==> src/hw/rtl/msf_pkg.sv <==
// Shared types and constants of the multi-source position fuser.
// Holds field widths, status and register codes, and the command and status
// structs between the controller and the datapath. No dependencies.
package msf_pkg;

    localparam int DEF_ROBOT_COUNT  = 8;
    localparam int DEF_SOURCE_COUNT = 4;
    localparam int DEF_GRID_PITCH   = 16;

    localparam int INDEX_W     = 8;
    localparam int COORD_W     = 12;
    localparam int ROOM_W      = 13;
    localparam int STATUS_W    = 2;
    localparam int IN_TDATA_W  = 40;
    localparam int OUT_TDATA_W = 32;
    localparam int CFG_ADDR_W  = 1;

    localparam logic [ROOM_W-1:0] ROOM_RESET = 13'd1024;

    localparam logic [CFG_ADDR_W-1:0] REG_ROOM_WIDTH  = 1'b0;
    localparam logic [CFG_ADDR_W-1:0] REG_ROOM_HEIGHT = 1'b1;

    typedef enum logic [STATUS_W-1:0] {
        ST_WAIT   = 2'd0,
        ST_FUSED  = 2'd1,
        ST_REJECT = 2'd2
    } status_t;

    typedef enum logic [1:0] {
        OP_MEAN_X = 2'd0,
        OP_MEAN_Y = 2'd1,
        OP_Q_X    = 2'd2,
        OP_Q_Y    = 2'd3
    } div_op_t;

    typedef struct packed {
        logic    capture;
        logic    lookup;
        logic    check;
        logic    sum_run;
        logic    div_start;
        div_op_t div_op;
        logic    scale;
        logic    emit;
        status_t emit_status;
    } ctrl_cmd_t;

    typedef struct packed {
        logic bad_index;
        logic row_full;
        logic sum_done;
        logic div_done;
        logic out_free;
    } dp_status_t;

endpackage

==> src/hw/rtl/multi_source_position_fuser_core.sv <==
// Multi-source position fuser, top level.
// Position requests (robot, source, x, y) come in on the s_ channel. Each one
// gives exactly one result on the m_ channel: rejected (bad robot or source
// index), stored and waiting, or fused (grid-snapped, clamped mean of the
// robot's latest report from every source, after which its marks are cleared).
// Room width and height are written through cfg_we/cfg_addr/cfg_wdata; the user
// writes them only while the block is idle, which the block itself does not enforce.
// One request at a time: s_tready is high only while no request is in work.
// A rejected request goes from the lookup straight to its result, a stored one
// after the row check; a fused one then walks the robot's row through the report
// memory and runs four divisions by constants through reciprocal multiply, then
// the grid scaling.
// s_tready returns with m_tvalid, so a new request is taken only once the result
// of the last one is in the output register.
// The result sits in an output register; a new request is taken while it
// waits, and work stalls only when the next result finds it still full.
// Reset clears the filled marks through per-robot row valid bits, sets both
// room sizes to 1024 and drops m_tvalid; it needs no clearing pass.
// Depends on msf_pkg, msf_ctrl and msf_datapath.
module multi_source_position_fuser_core #(
    parameter int ROBOT_COUNT  = msf_pkg::DEF_ROBOT_COUNT,
    parameter int SOURCE_COUNT = msf_pkg::DEF_SOURCE_COUNT,
    parameter int GRID_PITCH   = msf_pkg::DEF_GRID_PITCH
) (
    input  logic                            aclk,
    input  logic                            aresetn,
    input  logic                            s_tvalid,
    output logic                            s_tready,
    // robot_index[7:0], source_index[15:8], pos_x[27:16], pos_y[39:28]
    input  logic [msf_pkg::IN_TDATA_W-1:0]  s_tdata,
    output logic                            m_tvalid,
    input  logic                            m_tready,
    // out_robot[7:0], fused_x[19:8], fused_y[31:20]
    output logic [msf_pkg::OUT_TDATA_W-1:0] m_tdata,
    // status[1:0]
    output logic [msf_pkg::STATUS_W-1:0]    m_tuser,
    input  logic                            cfg_we,
    input  logic [msf_pkg::CFG_ADDR_W-1:0]  cfg_addr,
    input  logic [msf_pkg::ROOM_W-1:0]      cfg_wdata
);

    import msf_pkg::*;

    ctrl_cmd_t  cmd;
    dp_status_t st;

    msf_ctrl u_ctrl (
        .aclk     (aclk),
        .aresetn  (aresetn),
        .s_tvalid (s_tvalid),
        .s_tready (s_tready),
        .st       (st),
        .cmd      (cmd)
    );

    msf_datapath #(
        .ROBOT_COUNT  (ROBOT_COUNT),
        .SOURCE_COUNT (SOURCE_COUNT),
        .GRID_PITCH   (GRID_PITCH)
    ) u_datapath (
        .aclk      (aclk),
        .aresetn   (aresetn),
        .s_tdata   (s_tdata),
        .cfg_we    (cfg_we),
        .cfg_addr  (cfg_addr),
        .cfg_wdata (cfg_wdata),
        .cmd       (cmd),
        .st        (st),
        .m_tvalid  (m_tvalid),
        .m_tready  (m_tready),
        .m_tdata   (m_tdata),
        .m_tuser   (m_tuser)
    );

endmodule

==> src/hw/rtl/msf_div.sv <==
// Division by a build-time constant through reciprocal multiplication.
// The quotient and done are registered, valid in the cycle after start; used by the
// fuser datapath for the mean and the grid rounding. No dependencies.
module msf_div #(
    parameter int DIV_W   = 16,
    parameter int DIVISOR = 4
) (
    input  logic             aclk,
    input  logic             aresetn,
    input  logic             start,
    input  logic [DIV_W-1:0] dividend,
    output logic             done,
    output logic [DIV_W-1:0] quot
);

    // floor(n * ceil(2^F / D) / 2^F) equals floor(n / D) for every n below 2^DIV_W
    // when F = DIV_W + clog2(D)
    localparam int SHIFT  = $clog2(DIVISOR);
    localparam int FRAC_W = DIV_W + SHIFT;
    localparam int M_W    = FRAC_W + 1;
    localparam int PROD_W = DIV_W + M_W;
    localparam logic [63:0] RECIP_FULL =
        ((64'd1 << FRAC_W) + 64'(DIVISOR) - 64'd1) / 64'(DIVISOR);
    localparam logic [M_W-1:0] RECIP = RECIP_FULL[M_W-1:0];

    logic [PROD_W-1:0] product;
    logic [DIV_W-1:0]  quot_reg;
    logic              done_reg;

    assign product = PROD_W'(dividend) * PROD_W'(RECIP);

    always_ff @(posedge aclk) begin
        if (!aresetn) begin
            done_reg <= 1'b0;
        end else begin
            done_reg <= start;
        end
    end

    always_ff @(posedge aclk) begin
        if (start) begin
            quot_reg <= product[FRAC_W +: DIV_W];
        end
    end

    assign done = done_reg;
    assign quot = quot_reg;

endmodule

==> src/hw/rtl/msf_ctrl.sv <==
// Controller of the fuser: sequences lookup, sum, divisions and result.
// Depends on msf_pkg for the command and status structs.
module msf_ctrl (
    input  logic               aclk,
    input  logic               aresetn,
    input  logic               s_tvalid,
    output logic               s_tready,
    input  msf_pkg::dp_status_t st,
    output msf_pkg::ctrl_cmd_t  cmd
);

    import msf_pkg::*;

    typedef enum logic [2:0] {
        S_IDLE,
        S_LOOKUP,
        S_CHECK,
        S_SUM,
        S_DIV_GO,
        S_DIV_WAIT,
        S_SCALE,
        S_EMIT
    } state_t;

    state_t  state_reg;
    div_op_t op_reg;
    status_t status_reg;

    always_comb begin
        cmd             = '0;
        cmd.div_op      = op_reg;
        cmd.emit_status = status_reg;
        cmd.capture     = (state_reg == S_IDLE) && s_tvalid;
        cmd.lookup      = (state_reg == S_LOOKUP) && !st.bad_index;
        cmd.check       = (state_reg == S_CHECK);
        cmd.sum_run     = (state_reg == S_SUM);
        cmd.div_start   = (state_reg == S_DIV_GO);
        cmd.scale       = (state_reg == S_SCALE);
        cmd.emit        = (state_reg == S_EMIT) && st.out_free;
    end

    assign s_tready = (state_reg == S_IDLE);

    always_ff @(posedge aclk) begin
        if (!aresetn) begin
            state_reg  <= S_IDLE;
            op_reg     <= OP_MEAN_X;
            status_reg <= ST_WAIT;
        end else begin
            case (state_reg)
                S_IDLE: begin
                    if (s_tvalid) state_reg <= S_LOOKUP;
                end
                S_LOOKUP: begin
                    if (st.bad_index) begin
                        status_reg <= ST_REJECT;
                        state_reg  <= S_EMIT;
                    end else begin
                        state_reg  <= S_CHECK;
                    end
                end
                S_CHECK: begin
                    if (st.row_full) begin
                        state_reg <= S_SUM;
                    end else begin
                        status_reg <= ST_WAIT;
                        state_reg  <= S_EMIT;
                    end
                end
                S_SUM: begin
                    if (st.sum_done) begin
                        op_reg    <= OP_MEAN_X;
                        state_reg <= S_DIV_GO;
                    end
                end
                S_DIV_GO: begin
                    state_reg <= S_DIV_WAIT;
                end
                S_DIV_WAIT: begin
                    if (st.div_done) begin
                        case (op_reg)
                            OP_MEAN_X: begin
                                op_reg    <= OP_MEAN_Y;
                                state_reg <= S_DIV_GO;
                            end
                            OP_MEAN_Y: begin
                                op_reg    <= OP_Q_X;
                                state_reg <= S_DIV_GO;
                            end
                            OP_Q_X: begin
                                op_reg    <= OP_Q_Y;
                                state_reg <= S_DIV_GO;
                            end
                            default: begin
                                state_reg <= S_SCALE;
                            end
                        endcase
                    end
                end
                S_SCALE: begin
                    status_reg <= ST_FUSED;
                    state_reg  <= S_EMIT;
                end
                S_EMIT: begin
                    if (st.out_free) state_reg <= S_IDLE;
                end
                default: begin
                    state_reg <= S_IDLE;
                end
            endcase
        end
    end

endmodule

==> src/hw/rtl/msf_datapath.sv <==
// Datapath of the fuser: report and filled-mark memories, sum, constant dividers,
// grid snap, clamp, room registers and the output register.
// Depends on msf_pkg and msf_div.
module msf_datapath #(
    parameter int ROBOT_COUNT  = msf_pkg::DEF_ROBOT_COUNT,
    parameter int SOURCE_COUNT = msf_pkg::DEF_SOURCE_COUNT,
    parameter int GRID_PITCH   = msf_pkg::DEF_GRID_PITCH
) (
    input  logic                               aclk,
    input  logic                               aresetn,
    input  logic [msf_pkg::IN_TDATA_W-1:0]     s_tdata,
    input  logic                               cfg_we,
    input  logic [msf_pkg::CFG_ADDR_W-1:0]     cfg_addr,
    input  logic [msf_pkg::ROOM_W-1:0]         cfg_wdata,
    input  msf_pkg::ctrl_cmd_t                 cmd,
    output msf_pkg::dp_status_t                st,
    output logic                               m_tvalid,
    input  logic                               m_tready,
    output logic [msf_pkg::OUT_TDATA_W-1:0]    m_tdata,
    output logic [msf_pkg::STATUS_W-1:0]       m_tuser
);

    import msf_pkg::*;

    localparam int RW     = (ROBOT_COUNT > 1) ? $clog2(ROBOT_COUNT) : 1;
    localparam int SW     = (SOURCE_COUNT > 1) ? $clog2(SOURCE_COUNT) : 1;
    localparam int SLOTS  = ROBOT_COUNT * (1 << SW);
    localparam int CNT_W  = $clog2(SOURCE_COUNT + 1);
    localparam int SUM_W  = COORD_W + $clog2(SOURCE_COUNT);
    // 2 * mean + pitch stays below 2^14
    localparam int RND_W  = COORD_W + 2;
    localparam int PW     = $clog2(GRID_PITCH + 1);
    localparam int Q_W    = 13;
    localparam int SNAP_W = 13;
    localparam int CLP_W  = ROOM_W + 2;

    localparam logic [INDEX_W-1:0] ROBOT_LIM  = INDEX_W'(ROBOT_COUNT);
    localparam logic [INDEX_W-1:0] SOURCE_LIM = INDEX_W'(SOURCE_COUNT);
    localparam logic [PW-1:0]      PITCH_C    = PW'(GRID_PITCH);

    // captured request
    logic [INDEX_W-1:0] robot_reg;
    logic [INDEX_W-1:0] source_reg;
    logic [COORD_W-1:0] x_reg;
    logic [COORD_W-1:0] y_reg;

    logic [ROOM_W-1:0]  room_w_reg;
    logic [ROOM_W-1:0]  room_h_reg;

    // report store: {y, x}, and filled marks as one row per robot
    logic [2*COORD_W-1:0]    coords_mem [SLOTS];
    logic [SOURCE_COUNT-1:0] filled_mem [ROBOT_COUNT];
    logic [ROBOT_COUNT-1:0]  row_valid_reg;
    logic [SOURCE_COUNT-1:0] filled_rd_reg;
    logic                    row_vld_rd_reg;
    logic [2*COORD_W-1:0]    coords_rd_reg;

    logic [RW-1:0]           robot_sel;
    logic [SW-1:0]           source_sel;
    logic [SOURCE_COUNT-1:0] row_mask;

    logic [CNT_W-1:0]   sum_cnt_reg;
    logic [SUM_W-1:0]   sum_x_reg;
    logic [SUM_W-1:0]   sum_y_reg;

    logic [COORD_W-1:0] mean_x_reg;
    logic [COORD_W-1:0] mean_y_reg;
    logic [Q_W-1:0]     q_x_reg;
    logic [Q_W-1:0]     q_y_reg;
    logic [SNAP_W-1:0]  snap_x_reg;
    logic [SNAP_W-1:0]  snap_y_reg;

    logic [SUM_W-1:0]   mean_dividend;
    logic [SUM_W-1:0]   mean_quot;
    logic               mean_start;
    logic               mean_done;
    logic [RND_W-1:0]   rnd_dividend;
    logic [RND_W-1:0]   rnd_quot;
    logic               rnd_start;
    logic               rnd_done;

    logic                   m_tvalid_reg;
    logic [OUT_TDATA_W-1:0] m_tdata_reg;
    logic [STATUS_W-1:0]    m_tuser_reg;
    logic [COORD_W-1:0]     fused_x;
    logic [COORD_W-1:0]     fused_y;

    // clamp to [0, room - pitch], saturate at the coordinate range
    function automatic logic [COORD_W-1:0] clamp_coord(
        input logic [SNAP_W-1:0] snap,
        input logic [ROOM_W-1:0] room
    );
        logic signed [CLP_W-1:0] upper;
        logic signed [CLP_W-1:0] val;
        upper = $signed({2'b00, room}) - $signed(CLP_W'(GRID_PITCH));
        val   = $signed(CLP_W'(snap));
        if (val > upper) val = upper;
        if (val < $signed(CLP_W'(0))) val = '0;
        if (val > $signed(CLP_W'(4095))) val = CLP_W'(4095);
        return val[COORD_W-1:0];
    endfunction

    assign robot_sel  = robot_reg[RW-1:0];
    assign source_sel = source_reg[SW-1:0];

    always_comb begin
        row_mask = (row_vld_rd_reg ? filled_rd_reg : '0)
                 | (SOURCE_COUNT'(1) << source_sel);
    end

    always_comb begin
        st.bad_index = (robot_reg >= ROBOT_LIM) || (source_reg >= SOURCE_LIM);
        st.row_full  = &row_mask;
        st.sum_done  = (sum_cnt_reg == CNT_W'(SOURCE_COUNT));
        st.div_done  = mean_done || rnd_done;
        st.out_free  = !m_tvalid_reg || m_tready;
    end

    always_ff @(posedge aclk) begin
        if (cmd.capture) begin
            robot_reg  <= s_tdata[7:0];
            source_reg <= s_tdata[15:8];
            x_reg      <= s_tdata[27:16];
            y_reg      <= s_tdata[39:28];
        end
    end

    always_ff @(posedge aclk) begin
        if (!aresetn) begin
            room_w_reg <= ROOM_RESET;
            room_h_reg <= ROOM_RESET;
        end else if (cfg_we) begin
            case (cfg_addr)
                REG_ROOM_WIDTH:  room_w_reg <= cfg_wdata;
                REG_ROOM_HEIGHT: room_h_reg <= cfg_wdata;
                default: ;
            endcase
        end
    end

    // store the report and fetch the robot's filled row
    always_ff @(posedge aclk) begin
        if (cmd.lookup) begin
            coords_mem[{robot_sel, source_sel}] <= {y_reg, x_reg};
            filled_rd_reg  <= filled_mem[robot_sel];
            row_vld_rd_reg <= row_valid_reg[robot_sel];
        end
        if (cmd.check) begin
            filled_mem[robot_sel] <= st.row_full ? '0 : row_mask;
        end
        if (cmd.sum_run && (sum_cnt_reg < CNT_W'(SOURCE_COUNT))) begin
            coords_rd_reg <= coords_mem[{robot_sel, sum_cnt_reg[SW-1:0]}];
        end
    end

    always_ff @(posedge aclk) begin
        if (!aresetn) begin
            row_valid_reg <= '0;
        end else if (cmd.check) begin
            row_valid_reg[robot_sel] <= 1'b1;
        end
    end

    // walk the row one slot a cycle; the slot read goes through coords_rd_reg, so the adds start at count one
    always_ff @(posedge aclk) begin
        if (cmd.check) begin
            sum_cnt_reg <= '0;
            sum_x_reg   <= '0;
            sum_y_reg   <= '0;
        end else if (cmd.sum_run) begin
            sum_cnt_reg <= sum_cnt_reg + 1'b1;
            if (sum_cnt_reg != '0) begin
                sum_x_reg <= sum_x_reg + SUM_W'(coords_rd_reg[COORD_W-1:0]);
                sum_y_reg <= sum_y_reg + SUM_W'(coords_rd_reg[2*COORD_W-1:COORD_W]);
            end
        end
    end

    // q = (2 * mean + pitch) / (2 * pitch) gives half-up rounding
    always_comb begin
        mean_dividend = sum_y_reg;
        rnd_dividend  = RND_W'({mean_y_reg, 1'b0}) + RND_W'(GRID_PITCH);
        mean_start    = 1'b0;
        rnd_start     = 1'b0;
        case (cmd.div_op)
            OP_MEAN_X: begin
                mean_dividend = sum_x_reg;
                mean_start    = cmd.div_start;
            end
            OP_MEAN_Y: begin
                mean_start    = cmd.div_start;
            end
            OP_Q_X: begin
                rnd_dividend  = RND_W'({mean_x_reg, 1'b0}) + RND_W'(GRID_PITCH);
                rnd_start     = cmd.div_start;
            end
            default: begin
                rnd_start     = cmd.div_start;
            end
        endcase
    end

    msf_div #(
        .DIV_W   (SUM_W),
        .DIVISOR (SOURCE_COUNT)
    ) u_mean_div (
        .aclk     (aclk),
        .aresetn  (aresetn),
        .start    (mean_start),
        .dividend (mean_dividend),
        .done     (mean_done),
        .quot     (mean_quot)
    );

    msf_div #(
        .DIV_W   (RND_W),
        .DIVISOR (2 * GRID_PITCH)
    ) u_rnd_div (
        .aclk     (aclk),
        .aresetn  (aresetn),
        .start    (rnd_start),
        .dividend (rnd_dividend),
        .done     (rnd_done),
        .quot     (rnd_quot)
    );

    always_ff @(posedge aclk) begin
        if (mean_done || rnd_done) begin
            case (cmd.div_op)
                OP_MEAN_X: mean_x_reg <= mean_quot[COORD_W-1:0];
                OP_MEAN_Y: mean_y_reg <= mean_quot[COORD_W-1:0];
                OP_Q_X:    q_x_reg    <= rnd_quot[Q_W-1:0];
                default:   q_y_reg    <= rnd_quot[Q_W-1:0];
            endcase
        end
        if (cmd.scale) begin
            snap_x_reg <= SNAP_W'(q_x_reg * PITCH_C);
            snap_y_reg <= SNAP_W'(q_y_reg * PITCH_C);
        end
    end

    always_comb begin
        if (cmd.emit_status == ST_FUSED) begin
            fused_x = clamp_coord(snap_x_reg, room_w_reg);
            fused_y = clamp_coord(snap_y_reg, room_h_reg);
        end else begin
            fused_x = '0;
            fused_y = '0;
        end
    end

    always_ff @(posedge aclk) begin
        if (!aresetn) begin
            m_tvalid_reg <= 1'b0;
        end else if (cmd.emit) begin
            m_tvalid_reg <= 1'b1;
        end else if (m_tready) begin
            m_tvalid_reg <= 1'b0;
        end
    end

    always_ff @(posedge aclk) begin
        if (cmd.emit) begin
            m_tdata_reg <= {fused_y, fused_x, robot_reg};
            m_tuser_reg <= cmd.emit_status;
        end
    end

    assign m_tvalid = m_tvalid_reg;
    assign m_tdata  = m_tdata_reg;
    assign m_tuser  = m_tuser_reg;

endmodule

==> config.mk <==
export PLATFORM = sky130hd
export DESIGN_NAME = multi_source_position_fuser_core
export DESIGN_NICKNAME = d
export VERILOG_FILES = /design/src/hw/rtl/msf_pkg.sv /design/src/hw/rtl/multi_source_position_fuser_core.sv /design/src/hw/rtl/msf_div.sv /design/src/hw/rtl/msf_ctrl.sv /design/src/hw/rtl/msf_datapath.sv
export SDC_FILE = /design/constraint.sdc
export NUM_CORES = 1
export LEC_CHECK = 0
export BUFFER_PORTS_ARGS = -buffer_cell sky130_fd_sc_hd__buf_2
export CORE_MARGIN = 5
export CORE_UTILIZATION = 50
export DETAILED_ROUTE_END_ITERATION = 6
export GPL_TIMING_DRIVEN = 0
export HOLD_SLACK_MARGIN = 0.06
export PLACE_DENSITY = 0.77
export SLEW_MARGIN = 20
export SYNTH_ARGS = -nofsm -noshare
export SYNTH_HDL_FRONTEND = slang
export SYNTH_SLANG_ARGS = --single-unit
==> constraint.sdc <==
create_clock -name aclk -period 9.9 [get_ports aclk]
set_clock_uncertainty 0.15 [all_clocks]
set_input_delay 1.98 -clock aclk [delete_from_list [all_inputs] [get_ports aclk]]
set_output_delay 1.98 -clock aclk [all_outputs]
set_load 0.02 [all_outputs]
==> results.cfg <==
[setup_path]
path_class = flop to flop
rr_startpoint = u_datapath.sum_cnt_reg[1]
critPathRequiredTime_ns = 10.29
critPathLaunchType = flop
cp.arrival_ns = 4.77
r2r_cells = 9
worstReg2RegEnd = u_datapath.sum_y_reg[8]
r2r_setup_slack_ns = 5.52
cp-end-kind = flop
path_max_fanout = 10

[timing]
relSlewSlack_pct = 14.1
rsz0062_at_grt = no
max_freq_mhz = 228
worstMarginPinSlew_ns = 1.29
setup-tns-final_ns = 0
slew_viol_final = 0
finalSetupViolations = 0
fin_crit_sh_pct = 44.2
finalHoldViolations = 0
fin_crit_ns = 4.38
hold_ws_ns = 0.252

[flow_run]
drv_cap = 0

[min_path]
hold_depth = 0
hold_path.startpoint = u_datapath.u_mean_div.quot[10]
holdCritPathClass = flop to flop
hold_end = u_datapath.mean_y_reg[10]

[route]
drc = 0
wl_mm = 112
vias_per_cell = 6.49
drt_pre_antenna_iters = 6
dr_total_vias = 23300
antenna_left = 0
drt_iter0_markers = 3383
wire_per_inst_um = 31.1

[global_routing]
grt_max_degree = 33
gr-usage-met3_pct = 5.87
top_usage_layer = met2
grt_pass1_vias = 23500
grt-ovfl-total = 0
gr-usage-all-layers_pct = 25.3
grt_pass1_wl_mm = 160
grtUsageMet2_pct = 41.6
gr-usage-met1_pct = 32.3
antenna_found_initial = 5

[clock_network]
clk_latency_ns = 0.69
tritoncts = yes
cts_setup_buffers = 0
cts.sinks = 1050
clk_pin_slew_worst_paths_ns = 0.06
hold_buffers = 0
cts_buffers = 102
post_cts_resized = 0
cts_buffer_depth = 3
h-tree-depth = 3
cts-root-buf = clkbuf_16

[outcome]
status = finished, final reports clean

[logic_synthesis]
synth_edf_count = 975
yosysTopAreaCellShare_pct = 71.4
synthesis.area_um2 = 41000
synth_top_area_cell = edfxtp_1
synthAdderAreaFrac_pct = 1.65
ys_warn_count = 0
ys_ff_latch = 1050
synth_cells = 2204
syn_nets = 2316
yosys.area_share.xor_xnor_pct = 0.683
synthFlopType = edfxtp_1
synth_cell_types = 70
yosys-mux-area-fraction_pct = 11.0
synth_top_family_by_area = multiplexers
synth_most_common_cell = edfxtp_1
synth_compound_area_share_pct = 5.73
yosys-top-cells-area = edfxtp_1, mux4_2, dfxtp_1, a22oi_1, ha_1
synthArstFlopShare_pct = 0
ys_top_cells_by_count = edfxtp_1, mux4_2, nand2_1, a22oi_1, nor2_1
synth_simple_gate_area_share_pct = 4.62
synth.yosys.seq_area_share_pct = 75.0
syn_avg_cell_area_um2 = 18.6

[finish]
fin_nets = 2550
area_growth_pct = 15.4
drive_gt1_share_pct = 22.2
largest_reg_flops = 768

[die]
dieWidth_um = 296
die-area_um2 = 87900
die_h_um = 296
start_util_pct = 50.2
ios = 95
core-area_um2 = 81700
row_count = 105

[pwr]
p_per_area_nw_per_um2 = 236
vdd_ir_drop_max_mv = 0.220
leakagePower_nw = 15.0
swShare_pct = 27.2
p_comb_share_pct = 18.2
power.total_mw = 11.2
seqPwrFrac_pct = 46.7
internal-power_mw = 8.15
pwr-share-clk_pct = 35.1
p_sw_mw = 3.05

[placed_design]
dp_hpwl_mm = 70.6
portBuffers = 94
gp_congestion = 0.834
cells in the final DEF, fill, tap and decap left out, drive strengths merged, types with 8 or more instances in the layout:
master  netlist  final
nor2b        20     20
xnor2        21     21
buf          25    154
a311oi        8      8
mux2         11     11
nand2b       13     13
o21ai        37     37
mux4        192    192
ha           51     51
nand3        31     31
a21oi        81     81
nand2       122    122
a21o          8      8
a31oi         9      9
xor2         11     11
bufinv        0     11
dfxtp        75     75
inv          28     33
and2          8      8
o31ai         8      8
o211ai        8      8
o21a         15     15
nand4        34     34
clkbuf       80    211
a211oi       20     20
nor3         22     22
edfxtp      975    975
and3         11     11
nor2         87     87
clkinv        1     39
a22oi       117    117
power by group through the flow:
| stage | clock (mW) | combinational (mW) | sequential [mW] |
|---|---|---|---|
| floorplan | 0 | 1.38 | 5.25 |
| global placement | 0 | 1.93 | 5.30 |
| detailed placement | 0 | 1.99 | 5.31 |
| CTS | 3.96 | 2.02 | 5.22 |
| global route | 4.15 | 2.16 | 5.24 |
| finish | 3.93 | 2.04 | 5.23 |
worst max-delay path by stage:
stage | start | endpoint | slack, ns | cells past startpoint
floorplan | m_tready | u_datapath.m_tdata[0] | 5.63 | 2
global placement | u_datapath.robot_reg[6] | u_datapath.coords_mem[3][12] | 4.33 | 5
detailed placement | u_datapath.robot_reg[6] | u_datapath.coords_mem[3][12] | 5.54 | 6
CTS | u_datapath.sum_cnt_reg[1] | u_datapath.sum_y_reg[8] | 5.61 | 9
global route | u_datapath.sum_cnt_reg[1] | u_datapath.sum_y_reg[8] | 5.31 | 9
finish | u_datapath.sum_cnt_reg[1] | u_datapath.sum_y_reg[8] | 5.52 | 9
cells by family after synthesis:
family                     count (synthesis)
AOI/OAI and AO/OA                        343
xor gates and xnor gates                  32
adders and majority gates                 53
buffers and inverters                    134
DFF                                     1050
muxes                                    208
and+or+nand+nor                          384
layer usage:
layer  share of wire (%)  up-vias
met2                  48     1724
met5               0.012        -
li1                    -     9483
met3                  11      388
met1                  34    11700
met4                 5.7        2
critical path: stages, from the launching register on:
cell and delay, ns:
dfxtp_1 0.33, clkbuf_1 0.43, clkbuf_1 0.63, clkbuf_1 0.89
inv_1 0.10, ha_1 0.25, a21oi_1 0.61, clkbuf_1 0.54
nand3_1 0.14, a31oi_1 0.20
per-stage QoR:
stage          setup slack (ns)  area (um2)  utilization, %  std cells
2_1_floorplan              5.63       41000               -       2204
3_3_place_gp               4.33       42800            52.4       3368
3_5_place_dp               5.54       43900            53.8       3404
4_1_cts                    5.61       47300            57.9       3592
5_1_grt                    5.31       47300            57.9       3592
6_report                   5.52       47300            57.9       3593
layout make-up:
cell class	count	area, um2
plain buffers	105	434
clock buffers	130	2710
diodes	1	2.50
well taps	1070	1340
repair buffers	130	1300
inverters	29	109
clock inverters	58	689
fillers	5754	34400
flip-flops and latches	1050	30800
multi-input cells	1020	9970
(Power assumes the default switching activity.)
